===== src/design/tcod_pkg.sv =====
// ----------------------------------------------------------------------------
// tcod_pkg
// Shared types, constants and segment table for the timed command overlay.
// ----------------------------------------------------------------------------
`default_nettype none

package tcod_pkg;

  localparam int unsigned CMD_W    = 8;
  localparam int unsigned TIME_W   = 32;
  localparam int unsigned CFG_W    = 16;
  localparam int unsigned GLYPH_W  = 7;
  localparam int unsigned CFG_AW   = 2;
  localparam int unsigned SECS_W   = 4;
  localparam int unsigned SHOWN_W  = 8;

  // Register indexes
  localparam logic [CFG_AW-1:0] REG_HOLD_LABEL  = 2'd0;
  localparam logic [CFG_AW-1:0] REG_HOLD_TOTAL  = 2'd1;
  localparam logic [CFG_AW-1:0] REG_SHORT_TOTAL = 2'd2;

  localparam logic [CFG_W-1:0] HOLD_LABEL_RST  = 16'd750;
  localparam logic [CFG_W-1:0] HOLD_TOTAL_RST  = 16'd15000;
  localparam logic [CFG_W-1:0] SHORT_TOTAL_RST = 16'd2000;

  // Command codes
  localparam logic [CMD_W-1:0] CMD_HOLD     = 8'h80;
  localparam logic [CMD_W-1:0] CMD_BOTH     = 8'h91;
  localparam logic [CMD_W-1:0] CMD_THROTTLE = 8'h93;
  localparam logic [CMD_W-1:0] CMD_CLUTCH   = 8'h95;

  localparam int unsigned ROUND_MS    = 1749;
  localparam int unsigned MS_PER_S    = 1000;
  localparam int unsigned MAX_SECONDS = 15;

  localparam logic [SHOWN_W-1:0] SHOWN_NONE = 8'hFF;

  localparam logic [GLYPH_W-1:0] SEG_BLANK = 7'h00;
  localparam logic [GLYPH_W-1:0] SEG_C     = 7'h39;
  localparam logic [GLYPH_W-1:0] SEG_P     = 7'h73;
  localparam logic [GLYPH_W-1:0] SEG_T     = 7'h78;

  typedef enum logic [1:0] {
    PH_IDLE  = 2'd0,
    PH_SHORT = 2'd1,
    PH_LABEL = 2'd2,
    PH_COUNT = 2'd3
  } phase_t;

  function automatic logic [GLYPH_W-1:0] seg_digit(input logic [SECS_W-1:0] d);
    logic [GLYPH_W-1:0] g;
    case (d)
      4'd0: g = 7'h3f;
      4'd1: g = 7'h06;
      4'd2: g = 7'h5b;
      4'd3: g = 7'h4f;
      4'd4: g = 7'h66;
      4'd5: g = 7'h6d;
      4'd6: g = 7'h7d;
      4'd7: g = 7'h07;
      4'd8: g = 7'h7f;
      4'd9: g = 7'h6f;
      default: g = SEG_BLANK;
    endcase
    return g;
  endfunction

endpackage

`default_nettype wire


===== src/design/tcod_if.sv =====
// ----------------------------------------------------------------------------
// tcod channel interfaces
// Input item, result and configuration write channels, valid/ready.
// ----------------------------------------------------------------------------
`default_nettype none

interface tcod_item_if;
  import tcod_pkg::*;
  logic              valid;
  logic              ready;
  logic              kind;
  logic [CMD_W-1:0]  command;
  logic [TIME_W-1:0] now_ms;
  modport source (output valid, kind, command, now_ms, input ready);
  modport sink   (input valid, kind, command, now_ms, output ready);
endinterface

interface tcod_result_if;
  import tcod_pkg::*;
  logic               valid;
  logic               ready;
  logic               changed;
  logic [GLYPH_W-1:0] glyph_left;
  logic [GLYPH_W-1:0] glyph_middle;
  logic [GLYPH_W-1:0] glyph_right;
  logic               owns_display;
  logic [1:0]         phase_now;
  modport source (output valid, changed, glyph_left, glyph_middle, glyph_right,
                  owns_display, phase_now, input ready);
  modport sink   (input valid, changed, glyph_left, glyph_middle, glyph_right,
                  owns_display, phase_now, output ready);
endinterface

interface tcod_cfg_if;
  import tcod_pkg::*;
  logic              valid;
  logic              ready;
  logic [CFG_AW-1:0] addr;
  logic [CFG_W-1:0]  data;
  modport source (output valid, addr, data, input ready);
  modport sink   (input valid, addr, data, output ready);
endinterface

`default_nettype wire


===== src/design/tcod_countdown.sv =====
// ----------------------------------------------------------------------------
// tcod_countdown
// Whole-second countdown value and its digit glyphs from remaining time.
// ----------------------------------------------------------------------------
`default_nettype none

module tcod_countdown (
  input  wire logic [tcod_pkg::TIME_W-1:0]  remain,
  output logic      [tcod_pkg::SECS_W-1:0]  secs,
  output logic      [tcod_pkg::GLYPH_W-1:0] glyph_tens,
  output logic      [tcod_pkg::GLYPH_W-1:0] glyph_ones
);
  import tcod_pkg::*;

  localparam int unsigned LOW_W  = 14;
  localparam int unsigned RND_W  = LOW_W + 1;
  localparam int unsigned SAT_MS = MAX_SECONDS * MS_PER_S - ROUND_MS;

  logic             saturate;
  logic [RND_W-1:0] rounded;
  logic [SECS_W-1:0] q;

  assign saturate = (|remain[TIME_W-1:LOW_W]) ||
                    ({1'b0, remain[LOW_W-1:0]} >= RND_W'(SAT_MS));
  assign rounded  = {1'b0, remain[LOW_W-1:0]} + RND_W'(ROUND_MS);

  // quotient below the cap: count thresholds passed
  always_comb begin
    q = '0;
    for (int k = 1; k < MAX_SECONDS; k++) begin
      q = q + SECS_W'(rounded >= RND_W'(k * MS_PER_S));
    end
  end

  assign secs = saturate ? SECS_W'(MAX_SECONDS) : q;

  always_comb begin
    if (secs >= 4'd10) begin
      glyph_tens = seg_digit(4'd1);
      glyph_ones = seg_digit(secs - 4'd10);
    end else begin
      glyph_tens = SEG_BLANK;
      glyph_ones = seg_digit(secs);
    end
  end

endmodule

`default_nettype wire


===== src/design/timed_command_overlay_display.sv =====
// ----------------------------------------------------------------------------
// timed_command_overlay_display
// Three-position seven-segment overlay driven by commands and ms time.
// ----------------------------------------------------------------------------
// Channels: item (kind, command, now_ms) in, result (changed, glyphs,
// owns_display, phase_now) out, both valid/ready; cfg writes the three
// timing registers by addr/data and is always ready.
// Each accepted word yields one result word. From input accept to result
// valid, a word passes the input register, then the state update and
// result register load in the same cycle. Throughput is one word per cycle
// while the receiver takes results; the state loop (display state read
// and written through one compare/countdown stage) closes through the
// display state registers alone. A new word is taken while a result waits,
// as long as the input register is free or moving on in that cycle.
// Reset (rst, synchronous) empties both registers, clears the display
// state to idle/blank and restores the timing registers to 750, 15000 and
// 2000 ms. When the receiver stalls, the result word holds and the input
// register fills; item.ready then drops until the result is taken.
// ----------------------------------------------------------------------------
`default_nettype none

module timed_command_overlay_display (
  input  wire logic   clk,
  input  wire logic   rst,
  tcod_item_if.sink   item,
  tcod_result_if.source result,
  tcod_cfg_if.sink    cfg
);
  import tcod_pkg::*;

  // configuration
  logic [CFG_W-1:0] hold_label_ms;
  logic [CFG_W-1:0] hold_total_ms;
  logic [CFG_W-1:0] short_total_ms;

  // input register
  logic              s1_valid;
  logic              s1_kind;
  logic [CMD_W-1:0]  s1_cmd;
  logic [TIME_W-1:0] s1_now;

  // display state, also the result word
  logic               out_valid;
  logic               changed;
  logic [CMD_W-1:0]   stored_command;
  logic [SHOWN_W-1:0] shown_seconds;
  logic               busy;
  logic [TIME_W-1:0]  label_until;
  logic [TIME_W-1:0]  end_time;
  phase_t             phase_reg;
  logic [GLYPH_W-1:0] glyph_store [3];

  logic               changed_next;
  logic [CMD_W-1:0]   stored_command_next;
  logic [SHOWN_W-1:0] shown_seconds_next;
  logic               busy_next;
  logic [TIME_W-1:0]  label_until_next;
  logic [TIME_W-1:0]  end_time_next;
  phase_t             phase_next;
  logic [GLYPH_W-1:0] glyph_next [3];

  logic              advance;
  logic [TIME_W-1:0] end_diff;
  logic [TIME_W-1:0] label_diff;
  logic [TIME_W-1:0] remain;
  logic              end_reached;
  logic              label_reached;
  logic [SECS_W-1:0]  secs;
  logic [GLYPH_W-1:0] glyph_tens;
  logic [GLYPH_W-1:0] glyph_ones;

  assign advance    = s1_valid && (!out_valid || result.ready);
  assign item.ready = !s1_valid || advance;
  assign cfg.ready  = 1'b1;

  assign end_diff      = s1_now - end_time;
  assign label_diff    = s1_now - label_until;
  assign remain        = end_time - s1_now;
  assign end_reached   = !end_diff[TIME_W-1];
  assign label_reached = !label_diff[TIME_W-1];

  tcod_countdown u_countdown (
    .remain     (remain),
    .secs       (secs),
    .glyph_tens (glyph_tens),
    .glyph_ones (glyph_ones)
  );

  always_comb begin
    changed_next        = 1'b0;
    stored_command_next = stored_command;
    shown_seconds_next  = shown_seconds;
    busy_next           = busy;
    label_until_next    = label_until;
    end_time_next       = end_time;
    phase_next          = phase_reg;
    glyph_next          = glyph_store;
    if (s1_kind) begin
      stored_command_next = s1_cmd;
      shown_seconds_next  = SHOWN_NONE;
      busy_next           = 1'b1;
      changed_next        = 1'b1;
      if (s1_cmd == CMD_HOLD) begin
        label_until_next = s1_now + TIME_W'(hold_label_ms);
        end_time_next    = s1_now + TIME_W'(hold_total_ms);
        phase_next       = PH_LABEL;
        glyph_next       = '{SEG_P, SEG_P, SEG_C};
      end else begin
        label_until_next = '0;
        end_time_next    = s1_now + TIME_W'(short_total_ms);
        phase_next       = PH_SHORT;
        case (s1_cmd)
          CMD_BOTH:     glyph_next = '{SEG_C, SEG_BLANK, SEG_T};
          CMD_THROTTLE: glyph_next = '{SEG_BLANK, SEG_T, SEG_BLANK};
          CMD_CLUTCH:   glyph_next = '{SEG_BLANK, SEG_C, SEG_BLANK};
          default:      glyph_next = '{SEG_BLANK, SEG_BLANK, SEG_BLANK};
        endcase
      end
    end else if (busy) begin
      if (end_reached) begin
        glyph_next   = '{SEG_BLANK, SEG_BLANK, SEG_BLANK};
        phase_next   = PH_IDLE;
        busy_next    = 1'b0;
        changed_next = 1'b1;
      end else if (stored_command == CMD_HOLD && label_reached) begin
        if (!(phase_reg == PH_COUNT && shown_seconds == SHOWN_W'(secs))) begin
          glyph_next         = '{SEG_BLANK, glyph_tens, glyph_ones};
          shown_seconds_next = SHOWN_W'(secs);
          phase_next         = PH_COUNT;
          changed_next       = 1'b1;
        end
      end
    end
  end

  always_ff @(posedge clk) begin
    if (rst) begin
      hold_label_ms  <= HOLD_LABEL_RST;
      hold_total_ms  <= HOLD_TOTAL_RST;
      short_total_ms <= SHORT_TOTAL_RST;
    end else if (cfg.valid) begin
      case (cfg.addr)
        REG_HOLD_LABEL:  hold_label_ms  <= cfg.data;
        REG_HOLD_TOTAL:  hold_total_ms  <= cfg.data;
        REG_SHORT_TOTAL: short_total_ms <= cfg.data;
        default: ;
      endcase
    end
  end

  always_ff @(posedge clk) begin
    if (rst) begin
      s1_valid <= 1'b0;
    end else if (item.ready) begin
      s1_valid <= item.valid;
    end
  end

  always_ff @(posedge clk) begin
    if (item.ready && item.valid) begin
      s1_kind <= item.kind;
      s1_cmd  <= item.command;
      s1_now  <= item.now_ms;
    end
  end

  always_ff @(posedge clk) begin
    if (rst) begin
      out_valid      <= 1'b0;
      changed        <= 1'b0;
      stored_command <= '0;
      shown_seconds  <= '0;
      busy           <= 1'b0;
      label_until    <= '0;
      end_time       <= '0;
      phase_reg      <= PH_IDLE;
      glyph_store    <= '{SEG_BLANK, SEG_BLANK, SEG_BLANK};
    end else if (advance) begin
      out_valid      <= 1'b1;
      changed        <= changed_next;
      stored_command <= stored_command_next;
      shown_seconds  <= shown_seconds_next;
      busy           <= busy_next;
      label_until    <= label_until_next;
      end_time       <= end_time_next;
      phase_reg      <= phase_next;
      glyph_store    <= glyph_next;
    end else if (result.ready) begin
      out_valid <= 1'b0;
    end
  end

  assign result.valid        = out_valid;
  assign result.changed      = changed;
  assign result.glyph_left   = glyph_store[0];
  assign result.glyph_middle = glyph_store[1];
  assign result.glyph_right  = glyph_store[2];
  assign result.owns_display = busy;
  assign result.phase_now    = phase_reg;

endmodule

`default_nettype wire


===== src/flat_wrapper.sv =====
// flat-port wrapper written by rule: the top's interface ports become plain ports
module timed_command_overlay_display_flat import tcod_pkg::*;
  (clk, rst, item_valid, item_kind, item_command, item_now_ms, item_ready, result_valid, result_changed, result_glyph_left, result_glyph_middle, result_glyph_right, result_owns_display, result_phase_now, result_ready, cfg_valid, cfg_addr, cfg_data, cfg_ready);
  tcod_item_if item_i ();
  tcod_result_if result_i ();
  tcod_cfg_if cfg_i ();
  input  wire logic clk;
  input  wire logic rst;
  input wire logic [$bits(item_i.valid)-1:0] item_valid;
  input wire logic [$bits(item_i.kind)-1:0] item_kind;
  input wire logic [$bits(item_i.command)-1:0] item_command;
  input wire logic [$bits(item_i.now_ms)-1:0] item_now_ms;
  output wire logic [$bits(item_i.ready)-1:0] item_ready;
  output wire logic [$bits(result_i.valid)-1:0] result_valid;
  output wire logic [$bits(result_i.changed)-1:0] result_changed;
  output wire logic [$bits(result_i.glyph_left)-1:0] result_glyph_left;
  output wire logic [$bits(result_i.glyph_middle)-1:0] result_glyph_middle;
  output wire logic [$bits(result_i.glyph_right)-1:0] result_glyph_right;
  output wire logic [$bits(result_i.owns_display)-1:0] result_owns_display;
  output wire logic [$bits(result_i.phase_now)-1:0] result_phase_now;
  input wire logic [$bits(result_i.ready)-1:0] result_ready;
  input wire logic [$bits(cfg_i.valid)-1:0] cfg_valid;
  input wire logic [$bits(cfg_i.addr)-1:0] cfg_addr;
  input wire logic [$bits(cfg_i.data)-1:0] cfg_data;
  output wire logic [$bits(cfg_i.ready)-1:0] cfg_ready;
  assign item_i.valid = item_valid;
  assign item_i.kind = item_kind;
  assign item_i.command = item_command;
  assign item_i.now_ms = item_now_ms;
  assign item_ready = item_i.ready;
  assign result_valid = result_i.valid;
  assign result_changed = result_i.changed;
  assign result_glyph_left = result_i.glyph_left;
  assign result_glyph_middle = result_i.glyph_middle;
  assign result_glyph_right = result_i.glyph_right;
  assign result_owns_display = result_i.owns_display;
  assign result_phase_now = result_i.phase_now;
  assign result_i.ready = result_ready;
  assign cfg_i.valid = cfg_valid;
  assign cfg_i.addr = cfg_addr;
  assign cfg_i.data = cfg_data;
  assign cfg_ready = cfg_i.ready;
  timed_command_overlay_display u_core (.clk(clk), .rst(rst), .item(item_i), .result(result_i), .cfg(cfg_i));
endmodule

===== config.mk =====
export PLATFORM = sky130hd
export DESIGN_NAME = timed_command_overlay_display_flat
export DESIGN_NICKNAME = d
export VERILOG_FILES = /design/src/design/tcod_pkg.sv /design/src/design/tcod_if.sv /design/src/design/tcod_countdown.sv /design/src/design/timed_command_overlay_display.sv /design/src/flat_wrapper.sv
export SDC_FILE = /design/constraint.sdc
export NUM_CORES = 1
export LEC_CHECK = 0
export BUFFER_PORTS_ARGS = -buffer_cell sky130_fd_sc_hd__buf_4
export CORE_MARGIN = 1
export CORE_UTILIZATION = 45
export DETAILED_ROUTE_END_ITERATION = 8
export PLACE_DENSITY = 0.76
export SLEW_MARGIN = 20
export SYNTH_ARGS = -nofsm -noshare
export SYNTH_HDL_FRONTEND = slang
export SYNTH_SLANG_ARGS = --single-unit

===== constraint.sdc =====
create_clock -name clk -period 8.55 [get_ports clk]
set_clock_uncertainty 0.1 [all_clocks]
set_input_delay 0.4275 -clock clk [delete_from_list [all_inputs] [get_ports clk]]
set_output_delay 0.4275 -clock clk [all_outputs]
set_load 0.005 [all_outputs]

==> run metrics <==
Root Buffer=clkbuf_16; chip height=176 µm; Worst-path clk slew=0.08 ns; core area=0.0298 mm²; Hold EP=u_core.s1_cmd[5]; Final TNS setup=0 ns; max_slew headroom=30.8%; largest net degree at the start of global routing=87; Pre-antenna DRT Iters=6; Hold Startpoint=item_command[5]; status=completed; Yosys warnings=0; Slew Viols, Final=0; area grow syn2layout=14.1%; total global-route track usage=23.6%; initial antenna violation count=1; TritonCTS Buffers=17; Post-Route WL=36700 µm; cells after synthesis=1732; VDD IR max=0.218 mV; die area=0.0311 mm²; CTS tree=done; max_cap viols=0; Slew @ Worst Pin=1.04 ns; number of nets with antenna violations after routing=0; CP max-delay cell=fa_1; residual DRC count=0; Core Rows=63; first-pass GRT wire length=59800 µm; Initial Utilization=46.0%; Final setup viols=0; fmax=121 MHz; reg2reg path depth=32; RR Startpoint=u_core.end_time[1]; number of fill cells in the layout=2822; Yosys reg bits=188; WP data arrival=8.55 ns; sequential area share after synthesis=30.5%; Detail Placement HPWL=27400 µm; Port-buffer cells=89; flop2flop setup slack=0.27 ns; vias in the first global route=12021; Clock Latency Late Sink=0.45 ns; syn avg cell area=7.91 µm²; via-per-instance ratio=5.72; EDFF count, synth=41; initial DRC count=765; Hold Path Depth=1; worst stage delay on the critical path=0.54 ns; Setup WS post-layout=0.274 ns; crit path max fanout=7; DIE WIDTH=176 µm; Avg WL per Cell=16.7 µm; Util after Layout=52.5%; FF-to-FF End=u_core.result.glyph_right[1]; dpl ws=-0.114 ns; final hold violations=0; fraction of registers with async set/reset=0%; cts hold-fix bufs=0; Worst EP required=8.82 ns; leak pwr=6.43 nW; # nets final=2009; Tcrit/Tclk final=96.8%; num ports=92; Final Critical Period=8.28 ns; post-route cell area=0.0156 mm²; Synth cell types=89; Setup crit end kind=flop; critical path class=flop to flop; clk sink count=188; total grt overflow=0; worst hold path class=input port to flop; most frequent CP cell=fa_1; Post-synth top flop=dfxtp_1; gpl congestion=1.00; Bufs on Longest Clock Path=2; via count=12585; share of cells above drive strength 1=12.4%; dpl cell area=0.0148 mm²; Mapped Area=0.0137 mm²; H-tree depth=4; Power Dens Cells=239 mW/mm²; Startpoint Class=flop
timing repair:
item,4_1_cts,5_1_grt
pin swaps,1,19
endpoints found under the setup margin,4,21
buffers inserted,2,2
gates resized for setup,9,31
metrics by stage:
stage / power, mW / std cells / hold slack (ns)
after floorplan: 2.14 / 1733 / 0.325
after global placement: 2.78 / 2164 / 0.337
after detailed placement: 2.80 / 2164 / 0.344
after CTS: 3.65 / 2198 / 0.0359
after global routing: 4.00 / 2200 / 0.0347
final: 3.74 / 2201 / 0.0487
layer usage:
layer / vias to the layer above / track usage [%] / wire length, µm
li1: 6230 / - / -
met1: 5972 / 31.7 / 16900
met2: 344 / 39.8 / 17400
met3: 39 / 3.29 / 1880
met4: 0 / 5.68 / 493
met5: - / 0 / 0
power by group:
| part | switching, mW | internal (mW) | total, mW |
|---|---|---|---|
| clock | 0.421 | 0.420 | 0.841 |
| combinational | 1.12 | 0.800 | 1.92 |
| sequential | 0.0352 | 0.942 | 0.978 |
| total | 1.57 | 2.16 | 3.74 |
placed cells by master, fill, tap and decap left out, drive strengths merged, types with 24 or more instances in the layout:
| cell | instances |
|---|---|
| o21ai | 92 |
| nor3 | 61 |
| edfxtp | 41 |
| inv | 135 |
| a21oi | 155 |
| a21o | 30 |
| xnor2 | 57 |
| buf | 128 |
| nor2 | 115 |
| dfxtp | 147 |
| a211oi | 25 |
| nand3 | 24 |
| nand3b | 34 |
| nand2 | 277 |
| ha | 136 |
sequential cells by signal, summed over array words and instances, names as in the netlist, 7 cells and up:
signal	count
u_core.label_until	32
u_core.hold_total_ms	16
u_core.short_total_ms	16
u_core.s1_cmd	8
u_core.s1_now	32
u_core.hold_label_ms	16
u_core.result.glyph_right	7
u_core.stored_command	8
u_core.end_time	32
worst max path at each step:
stage	startpoint	end	cells past startpoint
2_1_floorplan	u_core.s1_now[0]	u_core.result.glyph_right[1]	33
5_1_grt	u_core.end_time[1]	u_core.result.glyph_right[2]	33
3_3_place_gp	u_core.end_time[0]	u_core.result.glyph_right[2]	32
3_5_place_dp	u_core.end_time[0]	u_core.result.glyph_right[1]	32
6_report	u_core.end_time[1]	u_core.result.glyph_right[1]	32
4_1_cts	u_core.end_time[1]	u_core.result.glyph_right[1]	32
area by class of cell:
| cell class | count | area, µm² | share of cell area, % |
|---|---|---|---|
| timing repair buffer | 128 | 961 | 6.15 |
| antenna | 1 | 2.50 | 0.0160 |
| clock buffer | 18 | 450 | 2.88 |
| multi-input combinational | 1333 | 8890 | 56.9 |
| tap | 390 | 488 | 3.12 |
| inverter | 129 | 484 | 3.10 |
| sequential | 188 | 4180 | 26.7 |
| clock inverter | 14 | 184 | 1.18 |
cell usage after synthesis, drive strengths merged (18+ instances only):
cell type  number  area, µm²
clkbuf         74        279
a21oi         155        787
nand2         277       1040
ha            136       1700
nand3b         34        255
nand2b         19        119
nor3           61        310
inv           128        480
edfxtp         41       1230
dfxtp         147       2940
a21o           30        225
a211oi         25        198
or3            18        118
o21ai          92        460
nand3          24        120
xor2           19        166
nor2          115        432
o21a           19        143
xnor2          57        499
cell families (layout without fill, tap and decap cells):
logic type	count (synthesis)	after routing	synth area share, %
other cells	2	4	0.0548
simple gates	635	635	22.0
compound gates	466	466	22.1
flops	188	188	30.5
xor+xnor	76	76	4.86
buf+inv	212	289	6.00
mux	5	5	0.384
fa+ha+maj	148	148	14.2
critical path: cells and delay by family (launching register included):
kind | cells | cell delay, ns
fa+ha+maj | 8 | 3.22
compound gates | 11 | 2.46
simple gates | 7 | 1.45
buf+inv | 6 | 0.60
flops | 1 | 0.35
No activity file was read; power rests on OpenSTA's default activity.
